===== src/hdl/lagrange_coefficient_mod_prime_macros.svh =====
// Assertion helpers for the Lagrange coefficient block.
`ifndef LAGRANGE_COEFFICIENT_MOD_PRIME_MACROS_SVH
`define LAGRANGE_COEFFICIENT_MOD_PRIME_MACROS_SVH

// same-cycle implication
`define LCM_ASSERT_IMP(lbl, ante, cons, msg) \
	lbl: assert property (@(posedge clk) disable iff (!arst_n) (ante) |-> (cons)) \
		else $error(msg);

// next-cycle implication
`define LCM_ASSERT_NXT(lbl, ante, cons, msg) \
	lbl: assert property (@(posedge clk) disable iff (!arst_n) (ante) |=> (cons)) \
		else $error(msg);

`endif


===== src/hdl/lcm_pkg.sv =====
package lcm_pkg;

	localparam int FIELD_BITS_DEF = 15;
	localparam int MODULUS_RESET  = 3329;

	typedef enum logic [3:0] {
		ST_IDLE,
		ST_START,
		ST_RED_T,
		ST_RED_O,
		ST_RED_WAIT,
		ST_INV_INIT,
		ST_INV_STEP,
		ST_INV_SQR,
		ST_INV_WAIT,
		ST_FRAC,
		ST_FRAC_WAIT,
		ST_PROD,
		ST_PROD_WAIT,
		ST_DONE
	} state_t;

	typedef enum logic [1:0] {
		A_ONE,
		A_ACC,
		A_CUR,
		A_FRAC
	} a_sel_t;

	typedef enum logic [2:0] {
		B_TIN,
		B_OIN,
		B_RP,
		B_CUR,
		B_NUM
	} b_sel_t;

	typedef enum logic [2:0] {
		D_T,
		D_O,
		D_ACC,
		D_CUR,
		D_FRAC,
		D_PROD
	} dest_t;

	typedef struct packed {
		logic   load;
		logic   issue;
		a_sel_t a_sel;
		b_sel_t b_sel;
		dest_t  dest;
		logic   inv_init;
		logic   e_shift;
		logic   finish;
		logic   div_run;
	} cmd_t;

	typedef struct packed {
		logic mu_ok;
		logic busy;
		logic skip;
		logic e_bit;
		logic e_zero;
		logic out_free;
	} status_t;

endpackage


===== src/hdl/lagrange_coefficient_mod_prime.sv =====
// channel   | dir | signals                          | payload
// s_axis    | in  | tvalid tready tdata tlast        | target_id, other_id; tlast = last
// m_axis    | out | tvalid tready tdata              | coefficient
// cfg       | in  | valid ready data                 | modulus (always ready)
//
// An id equal to the target only multiplies the running product by one; any other id
// first runs reduction, Fermat inversion and the fraction, all on the shared 3-stage Barrett multiplier.
// After reset and after each modulus write the Barrett reciprocal is recomputed,
// during which no request is taken.
// A request is taken while a finished coefficient still waits on m_axis.
`include "lagrange_coefficient_mod_prime_macros.svh"

module lagrange_coefficient_mod_prime #(
	parameter int FIELD_BITS = lcm_pkg::FIELD_BITS_DEF
) (
	input  logic                                      clk,
	input  logic                                      arst_n,
	input  logic                                      cfg_valid,
	output logic                                      cfg_ready,
	input  logic [FIELD_BITS-1:0]                     cfg_data,
	input  logic                                      s_axis_tvalid,
	output logic                                      s_axis_tready,
	// target_id, other_id, zero pad
	input  logic [((2*FIELD_BITS+7)/8)*8-1:0]         s_axis_tdata,
	input  logic                                      s_axis_tlast,
	output logic                                      m_axis_tvalid,
	input  logic                                      m_axis_tready,
	// coefficient, zero pad
	output logic [((FIELD_BITS+7)/8)*8-1:0]           m_axis_tdata
);
	import lcm_pkg::*;

	localparam int OW = ((FIELD_BITS + 7) / 8) * 8;

	cmd_t                  cmd;
	status_t               sts;
	logic [FIELD_BITS-1:0] coeff;

	assign cfg_ready = 1'b1;

	lcm_ctrl u_ctrl (
		.clk     (clk),
		.arst_n  (arst_n),
		.in_valid(s_axis_tvalid),
		.in_ready(s_axis_tready),
		.sts     (sts),
		.cmd     (cmd)
	);

	lcm_datapath #(.W(FIELD_BITS)) u_dp (
		.clk        (clk),
		.arst_n     (arst_n),
		.cfg_valid  (cfg_valid),
		.cfg_data   (cfg_data),
		.target_id  (s_axis_tdata[FIELD_BITS-1:0]),
		.other_id   (s_axis_tdata[2*FIELD_BITS-1:FIELD_BITS]),
		.last       (s_axis_tlast),
		.cmd        (cmd),
		.sts        (sts),
		.out_ready  (m_axis_tready),
		.out_valid  (m_axis_tvalid),
		.coefficient(coeff)
	);

	assign m_axis_tdata = OW'(coeff);

	`LCM_ASSERT_IMP(a_issue_mu, cmd.issue, sts.mu_ok, "multiply issued without reciprocal")
	`LCM_ASSERT_IMP(a_accept_idle, s_axis_tvalid && s_axis_tready, !sts.busy, "accept while busy")
	`LCM_ASSERT_NXT(a_accept_busy, s_axis_tvalid && s_axis_tready, !s_axis_tready, "double accept")
	`LCM_ASSERT_IMP(a_finish_slot, cmd.finish, !m_axis_tvalid || m_axis_tready, "output overwritten")

endmodule


===== src/hdl/lcm_modmul.sv =====
module lcm_modmul #(
	parameter int W = lcm_pkg::FIELD_BITS_DEF
) (
	input  logic           clk,
	input  logic           arst_n,
	input  logic           valid,
	input  logic [W-1:0]   a,
	input  logic [W-1:0]   b,
	input  lcm_pkg::dest_t dest,
	input  logic [W-1:0]   m,
	input  logic [2*W-1:0] mu,
	output logic           res_valid,
	output logic [W-1:0]   res,
	output lcm_pkg::dest_t res_dest,
	output logic           busy
);
	import lcm_pkg::*;

	localparam int PW = 2 * W;
	localparam int QW = 4 * W;
	localparam int MW = 3 * W;
	localparam int RW = W + 2;

	logic          v_s1, v_s2, v_s3;
	logic [PW-1:0] p_s1, p_s2;
	logic [PW-1:0] q_s2;
	logic [RW-1:0] r_s3;
	dest_t         d_s1, d_s2, d_s3;
	logic [QW-1:0] pm;
	logic [MW-1:0] qm;
	logic [RW-1:0] m_x, m2_x;

	// Barrett: q = (p * mu) >> 2W, then r = p - q*m stays below 3m
	assign pm   = QW'(p_s1) * QW'(mu);
	assign qm   = MW'(q_s2) * MW'(m);
	assign m_x  = RW'(m);
	assign m2_x = {1'b0, m, 1'b0};

	always_ff @(posedge clk or negedge arst_n) begin
		if (!arst_n) begin
			v_s1 <= 1'b0;
			v_s2 <= 1'b0;
			v_s3 <= 1'b0;
		end else begin
			v_s1 <= valid;
			v_s2 <= v_s1;
			v_s3 <= v_s2;
		end
	end

	always_ff @(posedge clk) begin
		p_s1 <= PW'(a) * PW'(b);
		d_s1 <= dest;
		p_s2 <= p_s1;
		q_s2 <= pm[QW-1:PW];
		d_s2 <= d_s1;
		r_s3 <= p_s2[RW-1:0] - qm[RW-1:0];
		d_s3 <= d_s2;
	end

	always_comb begin
		if (r_s3 >= m2_x) begin
			res = W'(r_s3 - m2_x);
		end else if (r_s3 >= m_x) begin
			res = W'(r_s3 - m_x);
		end else begin
			res = r_s3[W-1:0];
		end
	end

	assign res_valid = v_s3;
	assign res_dest  = d_s3;
	assign busy      = v_s1 | v_s2 | v_s3;

endmodule


===== src/hdl/lcm_datapath.sv =====
module lcm_datapath #(
	parameter int W = lcm_pkg::FIELD_BITS_DEF
) (
	input  logic             clk,
	input  logic             arst_n,
	input  logic             cfg_valid,
	input  logic [W-1:0]     cfg_data,
	input  logic [W-1:0]     target_id,
	input  logic [W-1:0]     other_id,
	input  logic             last,
	input  lcm_pkg::cmd_t    cmd,
	output lcm_pkg::status_t sts,
	input  logic             out_ready,
	output logic             out_valid,
	output logic [W-1:0]     coefficient
);
	import lcm_pkg::*;

	localparam int PW = 2 * W;
	localparam int CW = $clog2(2 * W + 1);
	localparam logic [W-1:0] M_RAW = W'(MODULUS_RESET);
	localparam logic [W-1:0] M_RST = (M_RAW < W'(3)) ? W'(3) : M_RAW;

	logic [W-1:0]  m_q;
	logic [PW-1:0] mu_q;
	logic          mu_ok_q;
	logic [W:0]    dr_q;
	logic [CW-1:0] dc_q;
	logic [W:0]    dr_sh, dr_nx;
	logic          dr_ge, dc_last, div_step;

	logic [W-1:0] tin_q, oin_q, t_q, o_q, acc_q, cur_q, frac_q, prod_q, e_q, rp_q, coeff_q;
	logic         last_q, ov_q;
	logic [W-1:0] num, den, op_a, op_b, cfg_eff, mm_res;
	logic         mm_valid, mm_busy;
	dest_t        mm_dest;

	// reciprocal floor(2^(2W) / m), one quotient bit per cycle while the controller is idle
	assign div_step = cmd.div_run && !mu_ok_q;
	assign dr_sh    = {dr_q[W-1:0], (dc_q == '0)};
	assign dr_ge    = dr_sh >= {1'b0, m_q};
	assign dr_nx    = dr_ge ? (dr_sh - {1'b0, m_q}) : dr_sh;
	assign dc_last  = dc_q == CW'(2 * W);
	assign cfg_eff  = (cfg_data < W'(3)) ? W'(3) : cfg_data;

	always_ff @(posedge clk or negedge arst_n) begin
		if (!arst_n) begin
			m_q     <= M_RST;
			mu_ok_q <= 1'b0;
			dr_q    <= '0;
			dc_q    <= '0;
			rp_q    <= W'(1);
			ov_q    <= 1'b0;
		end else begin
			if (cfg_valid) begin
				m_q     <= cfg_eff;
				mu_ok_q <= 1'b0;
				dr_q    <= '0;
				dc_q    <= '0;
			end else if (div_step) begin
				dr_q <= dr_nx;
				if (dc_last) begin
					mu_ok_q <= 1'b1;
				end else begin
					dc_q <= dc_q + CW'(1);
				end
			end
			if (ov_q && out_ready && !(cmd.finish && last_q)) begin
				ov_q <= 1'b0;
			end
			if (cmd.finish) begin
				if (last_q) begin
					ov_q <= 1'b1;
					rp_q <= W'(1);
				end else begin
					rp_q <= prod_q;
				end
			end
		end
	end

	assign num = (o_q == '0) ? '0 : (m_q - o_q);
	assign den = (t_q >= o_q) ? (t_q - o_q) : W'({1'b0, t_q} + {1'b0, m_q} - {1'b0, o_q});

	always_comb begin
		case (cmd.a_sel)
			A_ONE:   op_a = W'(1);
			A_ACC:   op_a = acc_q;
			A_CUR:   op_a = cur_q;
			A_FRAC:  op_a = frac_q;
			default: op_a = W'(1);
		endcase
	end

	always_comb begin
		case (cmd.b_sel)
			B_TIN:   op_b = tin_q;
			B_OIN:   op_b = oin_q;
			B_RP:    op_b = rp_q;
			B_CUR:   op_b = cur_q;
			B_NUM:   op_b = num;
			default: op_b = rp_q;
		endcase
	end

	lcm_modmul #(.W(W)) u_modmul (
		.clk      (clk),
		.arst_n   (arst_n),
		.valid    (cmd.issue),
		.a        (op_a),
		.b        (op_b),
		.dest     (cmd.dest),
		.m        (m_q),
		.mu       (mu_q),
		.res_valid(mm_valid),
		.res      (mm_res),
		.res_dest (mm_dest),
		.busy     (mm_busy)
	);

	always_ff @(posedge clk) begin
		if (!cfg_valid && div_step) begin
			mu_q <= {mu_q[PW-2:0], dr_ge};
		end
		if (cmd.load) begin
			tin_q  <= target_id;
			oin_q  <= other_id;
			last_q <= last;
		end
		if (cmd.inv_init) begin
			acc_q <= W'(1);
			cur_q <= den;
			e_q   <= m_q - W'(2);
		end else if (cmd.e_shift) begin
			e_q <= e_q >> 1;
		end
		if (mm_valid) begin
			case (mm_dest)
				D_T:     t_q    <= mm_res;
				D_O:     o_q    <= mm_res;
				D_ACC:   acc_q  <= mm_res;
				D_CUR:   cur_q  <= mm_res;
				D_FRAC:  frac_q <= mm_res;
				D_PROD:  prod_q <= mm_res;
				default: prod_q <= mm_res;
			endcase
		end
		if (cmd.finish && last_q) begin
			coeff_q <= prod_q;
		end
	end

	assign sts.mu_ok    = mu_ok_q;
	assign sts.busy     = mm_busy;
	assign sts.skip     = tin_q == oin_q;
	assign sts.e_bit    = e_q[0];
	assign sts.e_zero   = e_q == '0;
	assign sts.out_free = !ov_q || out_ready;

	assign out_valid   = ov_q;
	assign coefficient = coeff_q;

endmodule


===== src/hdl/lcm_ctrl.sv =====
module lcm_ctrl (
	input  logic             clk,
	input  logic             arst_n,
	input  logic             in_valid,
	output logic             in_ready,
	input  lcm_pkg::status_t sts,
	output lcm_pkg::cmd_t    cmd
);
	import lcm_pkg::*;

	state_t state_q, state_nx;

	always_ff @(posedge clk or negedge arst_n) begin
		if (!arst_n) begin
			state_q <= ST_IDLE;
		end else begin
			state_q <= state_nx;
		end
	end

	assign in_ready = (state_q == ST_IDLE) && sts.mu_ok;

	always_comb begin
		state_nx = state_q;
		case (state_q)
			ST_IDLE: begin
				if (in_ready && in_valid) state_nx = ST_START;
			end
			ST_START:     state_nx = sts.skip ? ST_PROD : ST_RED_T;
			ST_RED_T:     state_nx = ST_RED_O;
			ST_RED_O:     state_nx = ST_RED_WAIT;
			ST_RED_WAIT: begin
				if (!sts.busy) state_nx = ST_INV_INIT;
			end
			ST_INV_INIT:  state_nx = ST_INV_STEP;
			ST_INV_STEP:  state_nx = sts.e_zero ? ST_FRAC : ST_INV_SQR;
			ST_INV_SQR:   state_nx = ST_INV_WAIT;
			ST_INV_WAIT: begin
				if (!sts.busy) state_nx = ST_INV_STEP;
			end
			ST_FRAC:      state_nx = ST_FRAC_WAIT;
			ST_FRAC_WAIT: begin
				if (!sts.busy) state_nx = ST_PROD;
			end
			ST_PROD:      state_nx = ST_PROD_WAIT;
			ST_PROD_WAIT: begin
				if (!sts.busy) state_nx = ST_DONE;
			end
			ST_DONE: begin
				if (sts.out_free) state_nx = ST_IDLE;
			end
			default:      state_nx = ST_IDLE;
		endcase
	end

	always_comb begin
		cmd          = '0;
		cmd.a_sel    = A_ONE;
		cmd.b_sel    = B_RP;
		cmd.dest     = D_PROD;
		cmd.div_run  = (state_q == ST_IDLE);
		cmd.load     = in_ready && in_valid;
		case (state_q)
			ST_RED_T: begin
				cmd.issue = 1'b1;
				cmd.b_sel = B_TIN;
				cmd.dest  = D_T;
			end
			ST_RED_O: begin
				cmd.issue = 1'b1;
				cmd.b_sel = B_OIN;
				cmd.dest  = D_O;
			end
			ST_INV_INIT: cmd.inv_init = 1'b1;
			ST_INV_STEP: begin
				cmd.issue = !sts.e_zero && sts.e_bit;
				cmd.a_sel = A_ACC;
				cmd.b_sel = B_CUR;
				cmd.dest  = D_ACC;
			end
			ST_INV_SQR: begin
				cmd.issue   = 1'b1;
				cmd.e_shift = 1'b1;
				cmd.a_sel   = A_CUR;
				cmd.b_sel   = B_CUR;
				cmd.dest    = D_CUR;
			end
			ST_FRAC: begin
				cmd.issue = 1'b1;
				cmd.a_sel = A_ACC;
				cmd.b_sel = B_NUM;
				cmd.dest  = D_FRAC;
			end
			ST_PROD: begin
				cmd.issue = 1'b1;
				cmd.a_sel = sts.skip ? A_ONE : A_FRAC;
				cmd.b_sel = B_RP;
				cmd.dest  = D_PROD;
			end
			ST_DONE: cmd.finish = sts.out_free;
			default: ;
		endcase
	end

endmodule


===== config.mk =====
export PLATFORM = sky130hd
export DESIGN_NAME = lagrange_coefficient_mod_prime
export DESIGN_NICKNAME = d
export VERILOG_FILES = /design/src/hdl/lcm_pkg.sv /design/src/hdl/lagrange_coefficient_mod_prime.sv /design/src/hdl/lcm_modmul.sv /design/src/hdl/lcm_datapath.sv /design/src/hdl/lcm_ctrl.sv
export VERILOG_INCLUDE_DIRS = /design/src /design/src/hdl
export SDC_FILE = /design/constraint.sdc
export NUM_CORES = 2
export LEC_CHECK = 0
export ABC_CLOCK_PERIOD_IN_PS = 8810
export BUFFER_PORTS_ARGS = -buffer_cell sky130_fd_sc_hd__clkbuf_2
export CORE_MARGIN = 2
export CORE_UTILIZATION = 50
export DETAILED_ROUTE_END_ITERATION = 10
export GPL_TIMING_DRIVEN = 0
export PLACE_DENSITY_LB_ADDON = 0.12
export SLEW_MARGIN = 20
export SYNTH_ARGS = -nofsm -noshare
export SYNTH_HDL_FRONTEND = slang
export SYNTH_HIERARCHICAL = 1
export SYNTH_SLANG_ARGS = --single-unit

===== constraint.sdc =====
create_clock -name clk -period 8.81 [get_ports clk]
set_input_delay 0.4405 -clock clk [delete_from_list [all_inputs] [get_ports clk]]
set_output_delay 0.4405 -clock clk [all_outputs]
set_load 0.05 [all_outputs]

==> metrics <==
result of the run finished clean; effective utilization at floorplan 0.503; first-pass iteration count of the detailed router 8; Critical Path Start Type register; count of different cell masters after synthesis 97; most common cell after layout, fill and taps aside inv_1; Avg Inst Size Synth 9.45 um2; largest family of logic cells by synthesized area adder cells; worst-case clock skew 25.3 ps; start point of the worst min-delay path cfg_data[1]; area taken by multi-input logic gates about 40000 um2; Post-synth ARST share 0.179; crit-path most repeated cell fa_1; worst hold path type primary input to register; area share of the largest cell type after synthesis 0.373; CP bufs+invs 6; max-cap violations 0; Arrival @ worst endpoint 9100 ps; post-synthesis instance total 5690; number of DRC markers after the initial detailed-route iteration 3426; global route overflow 0; number of DRC violations after detailed routing 0; Placeable Area 107000 um2; Slew Limit Fails 0; clock insertion delay at the later pin of the skew report between 600 and 700 ps; gp weighted congestion 1.02; total of flip-flops plus latches after synthesis 330; share of cells above drive strength 1 0.0625; Critical Path RT 9310 ps; Syn. warnings 6; RSZ-0062 raised after global routing yes; final hold violations 0; number of fill cells 9921; clock slew at the register clock pins of the worst setup and hold paths 60 ps; vias in the first global route 42200; slew at the pin with the worst max-slew slack roughly 1200 ps; sequential element share of the synthesized area 0.157; die area 110000 um2; HPWL reported at the end of detailed placement roughly 140000 um; critical setup path kind register to register; register cell area after layout 8430 um2; post-layout utilization of the core 0.545; endpoint of the lowest-slack register-to-register path u_dp/u_modmul/q_s2[16]$_DFF_P_; commonest cells after routing, fill and taps aside inv_1 (1129), fa_1 (1003), and2_1 (677), nand2_1 (650), ha_1 (406); Avg WL per Cell 23.9 um; overall routing resource usage 0.325; CTS tree yes; initial antenna violation count 9; simple-gate share of the synthesized area 0.167; count of flip-flops with a built-in enable after synthesis 151; r2r worst-path depth 25; Final #Nets 7315; cell taking the most area after synthesis fa_1; crit-path max FO 10; Worst Hold Path EP u_dp/m_q[1]$_DFFE_PN0P_; maximum number of pins on one net before global-route repair 44; crit path time final between 8000 and 9000 ps; count of boundary I/O pins 72; highest clock frequency the design can meet 116 MHz; Avg Vias per Cell 5.51; share of the clock period used by the worst path 0.976; Post-Synthesis Cell Area 53800 um2; delay of the slowest critical-path stage roughly 700 ps; buffer cell driving the clock tree root clkbuf_16; height of the chip approximately 330 um; total number of vias 40300; number of antenna-violating nets in the routed design 0; proportion of synthesized area in mux cells 0.0117; compound-gate portion of the synthesized area 0.0650; cells taking the most area after synthesis fa_1 (37%), ha_1 (9.4%), edfxtp_1 (8.4%); Main synth FF type edfxtp_1; TritonCTS buffer count between 40 and 50; adder-cell share of the synthesized area 0.468; final WL 174000 um; DIE WIDTH 332 um; reg-to-reg critical path startpoint u_dp/u_modmul/p_s1[23]$_DFF_P_; number of port buffers 67; number of levels in the clock H-tree 2; Worst Hold Depth 2; Worst path slowest cell clkbuf_1; capturing element type of the critical path register; number of clock sinks seen by CTS 330; post-synth net total 7152; fraction of synthesized cell area in xor and xnor cells 0.0324; number of buffers on the longest clock path 3; worst max-slew margin expressed relative to the limit 0.176; cell class contributing the biggest share of worst-path delay adder cells; Layout area overhead 8.38%; worst reg2reg setup slack 210 ps; wire length of the first global-routing pass ~270000 um; number of endpoints failing setup at the final stage 0; number of placement rows 120
[layer usage]
| layer | track usage | wire (um) | up-vias | share of wire |
|---|---|---|---|---|
| li1 | - | - | 17700 | - |
| met1 | 0.450 | 72300 | 20400 | 0.41 |
| met2 | 0.503 | 78000 | 1768 | 0.45 |
| met3 | 0.0667 | 16000 | 352 | 0.092 |
| met4 | 0.130 | 8130 | 0 | 0.047 |
| met5 | 0 | 0 | - | 0 |
[final cells by class]
type | instances | area share
Inverter | 1131 | 0.0729
Clock buffer | 51 | 0.0199
Timing Repair Buffer | 119 | 0.0148
Buffer | 264 | 0.0204
Multi-Input combinational cell | 3963 | 0.691
Tap cell | 1403 | 0.0301
Clock inverter | 31 | 0.00578
Sequential cell | 330 | 0.145
Antenna cell | 13 | 0.000558
[sequential cells by signal, indices dropped and copies added, names as in the netlist, 17 cells and up]
signal              flops
u_dp/u_modmul/r_s3     17
u_dp/u_modmul/q_s2     17
u_dp/u_modmul/p_s2     17
u_dp/u_modmul/p_s1     30
u_dp/mu_q              30
[metrics by stage]
stage	instance area, um2	instances	setup slack (ps)	setup TNS [ps]	hold slack [ps]
2_1_floorplan	53800	5690	975	0	145
3_3_place_gp	55900	7160	-1630	-30020	310
3_5_place_dp	56000	7168	-1610	-26550	312
4_1_cts	58000	7282	0.465	0	23.0
5_1_grt	58200	7295	-44.6	-94.5	43.3
6_report	58300	7305	209	0	62.2
[cell usage after synthesis (6+ instances only)]
cell type  instances
nand2b_1          45
a32oi_1            6
o21bai_1          15
a22o_1            18
nor3_1            28
a21boi_0          10
nor4_1            21
or3_1             14
nand3_1           43
o211ai_1           6
edfxtp_1         151
nand2_1          650
nand4_1           23
fa_1            1003
dfxtp_1          120
xor2_1            45
ha_1             406
nor2_1           151
and3_1            15
a21oi_1          162
nor2b_1           31
mux2i_1           39
o21ai_1           21
o31ai_1           10
o22a_1             6
inv_1           1130
or2_2              7
mux2_2            20
a211oi_1          10
clkbuf_1         243
a21o_1            42
nand3b_1          16
o21a_1            26
xnor2_1          154
a22oi_1           14
nor3b_1           10
dfrtp_1           54
and2_1           677
buf_4              9
a31oi_1           11
o21ai_0          111
[worst max-delay path by stage]
stage / from / endpoint / slack (ps) / cells past startpoint
final: u_dp/u_modmul/p_s1[23]$_DFF_P_ / u_dp/u_modmul/q_s2[16]$_DFF_P_ / 210 / 25
after global routing: u_ctrl/state_q[0]$_DFFE_PN0P_ / u_dp/u_modmul/p_s1[29]$_DFF_P_ / -40 / 32
after CTS: u_dp/m_q[0]$_DFFE_PN1P_ / u_dp/u_modmul/p_s1[29]$_DFF_P_ / 0.5 / 33
after detailed placement: u_dp/oin_q[5]$_DFFE_PP_ / u_dp/u_modmul/p_s1[29]$_DFF_P_ / -1610 / 30
after global placement: u_dp/oin_q[5]$_DFFE_PP_ / u_dp/u_modmul/p_s1[29]$_DFF_P_ / -1630 / 30
after floorplan: u_ctrl/state_q[3]$_DFFE_PN0P_ / u_dp/u_modmul/p_s1[29]$_DFF_P_ / 980 / 32
[cells by family (layout without fill, tap and decap cells)]
group           after synthesis  count (layout)
compound gates              538             538
xor+xnor                    199             199
fa+ha+maj                  1409            1409
buf+inv                    1397            1596
flops                       330             330
mux                          60              60
other cells                   2              15
simple gates               1755            1755
[what timing repair did]
item,CTS,global route
setup endpoints to repair,32,19
setup buffers,1,11
pin swaps,1,6
endpoints found under the hold margin,51,0
gates cloned,0,0
resized for setup,79,103
hold buffers,32,0
Power is not shown: default switching activity piles up to over one toggle a cycle in this logic, so the estimate is an artifact.
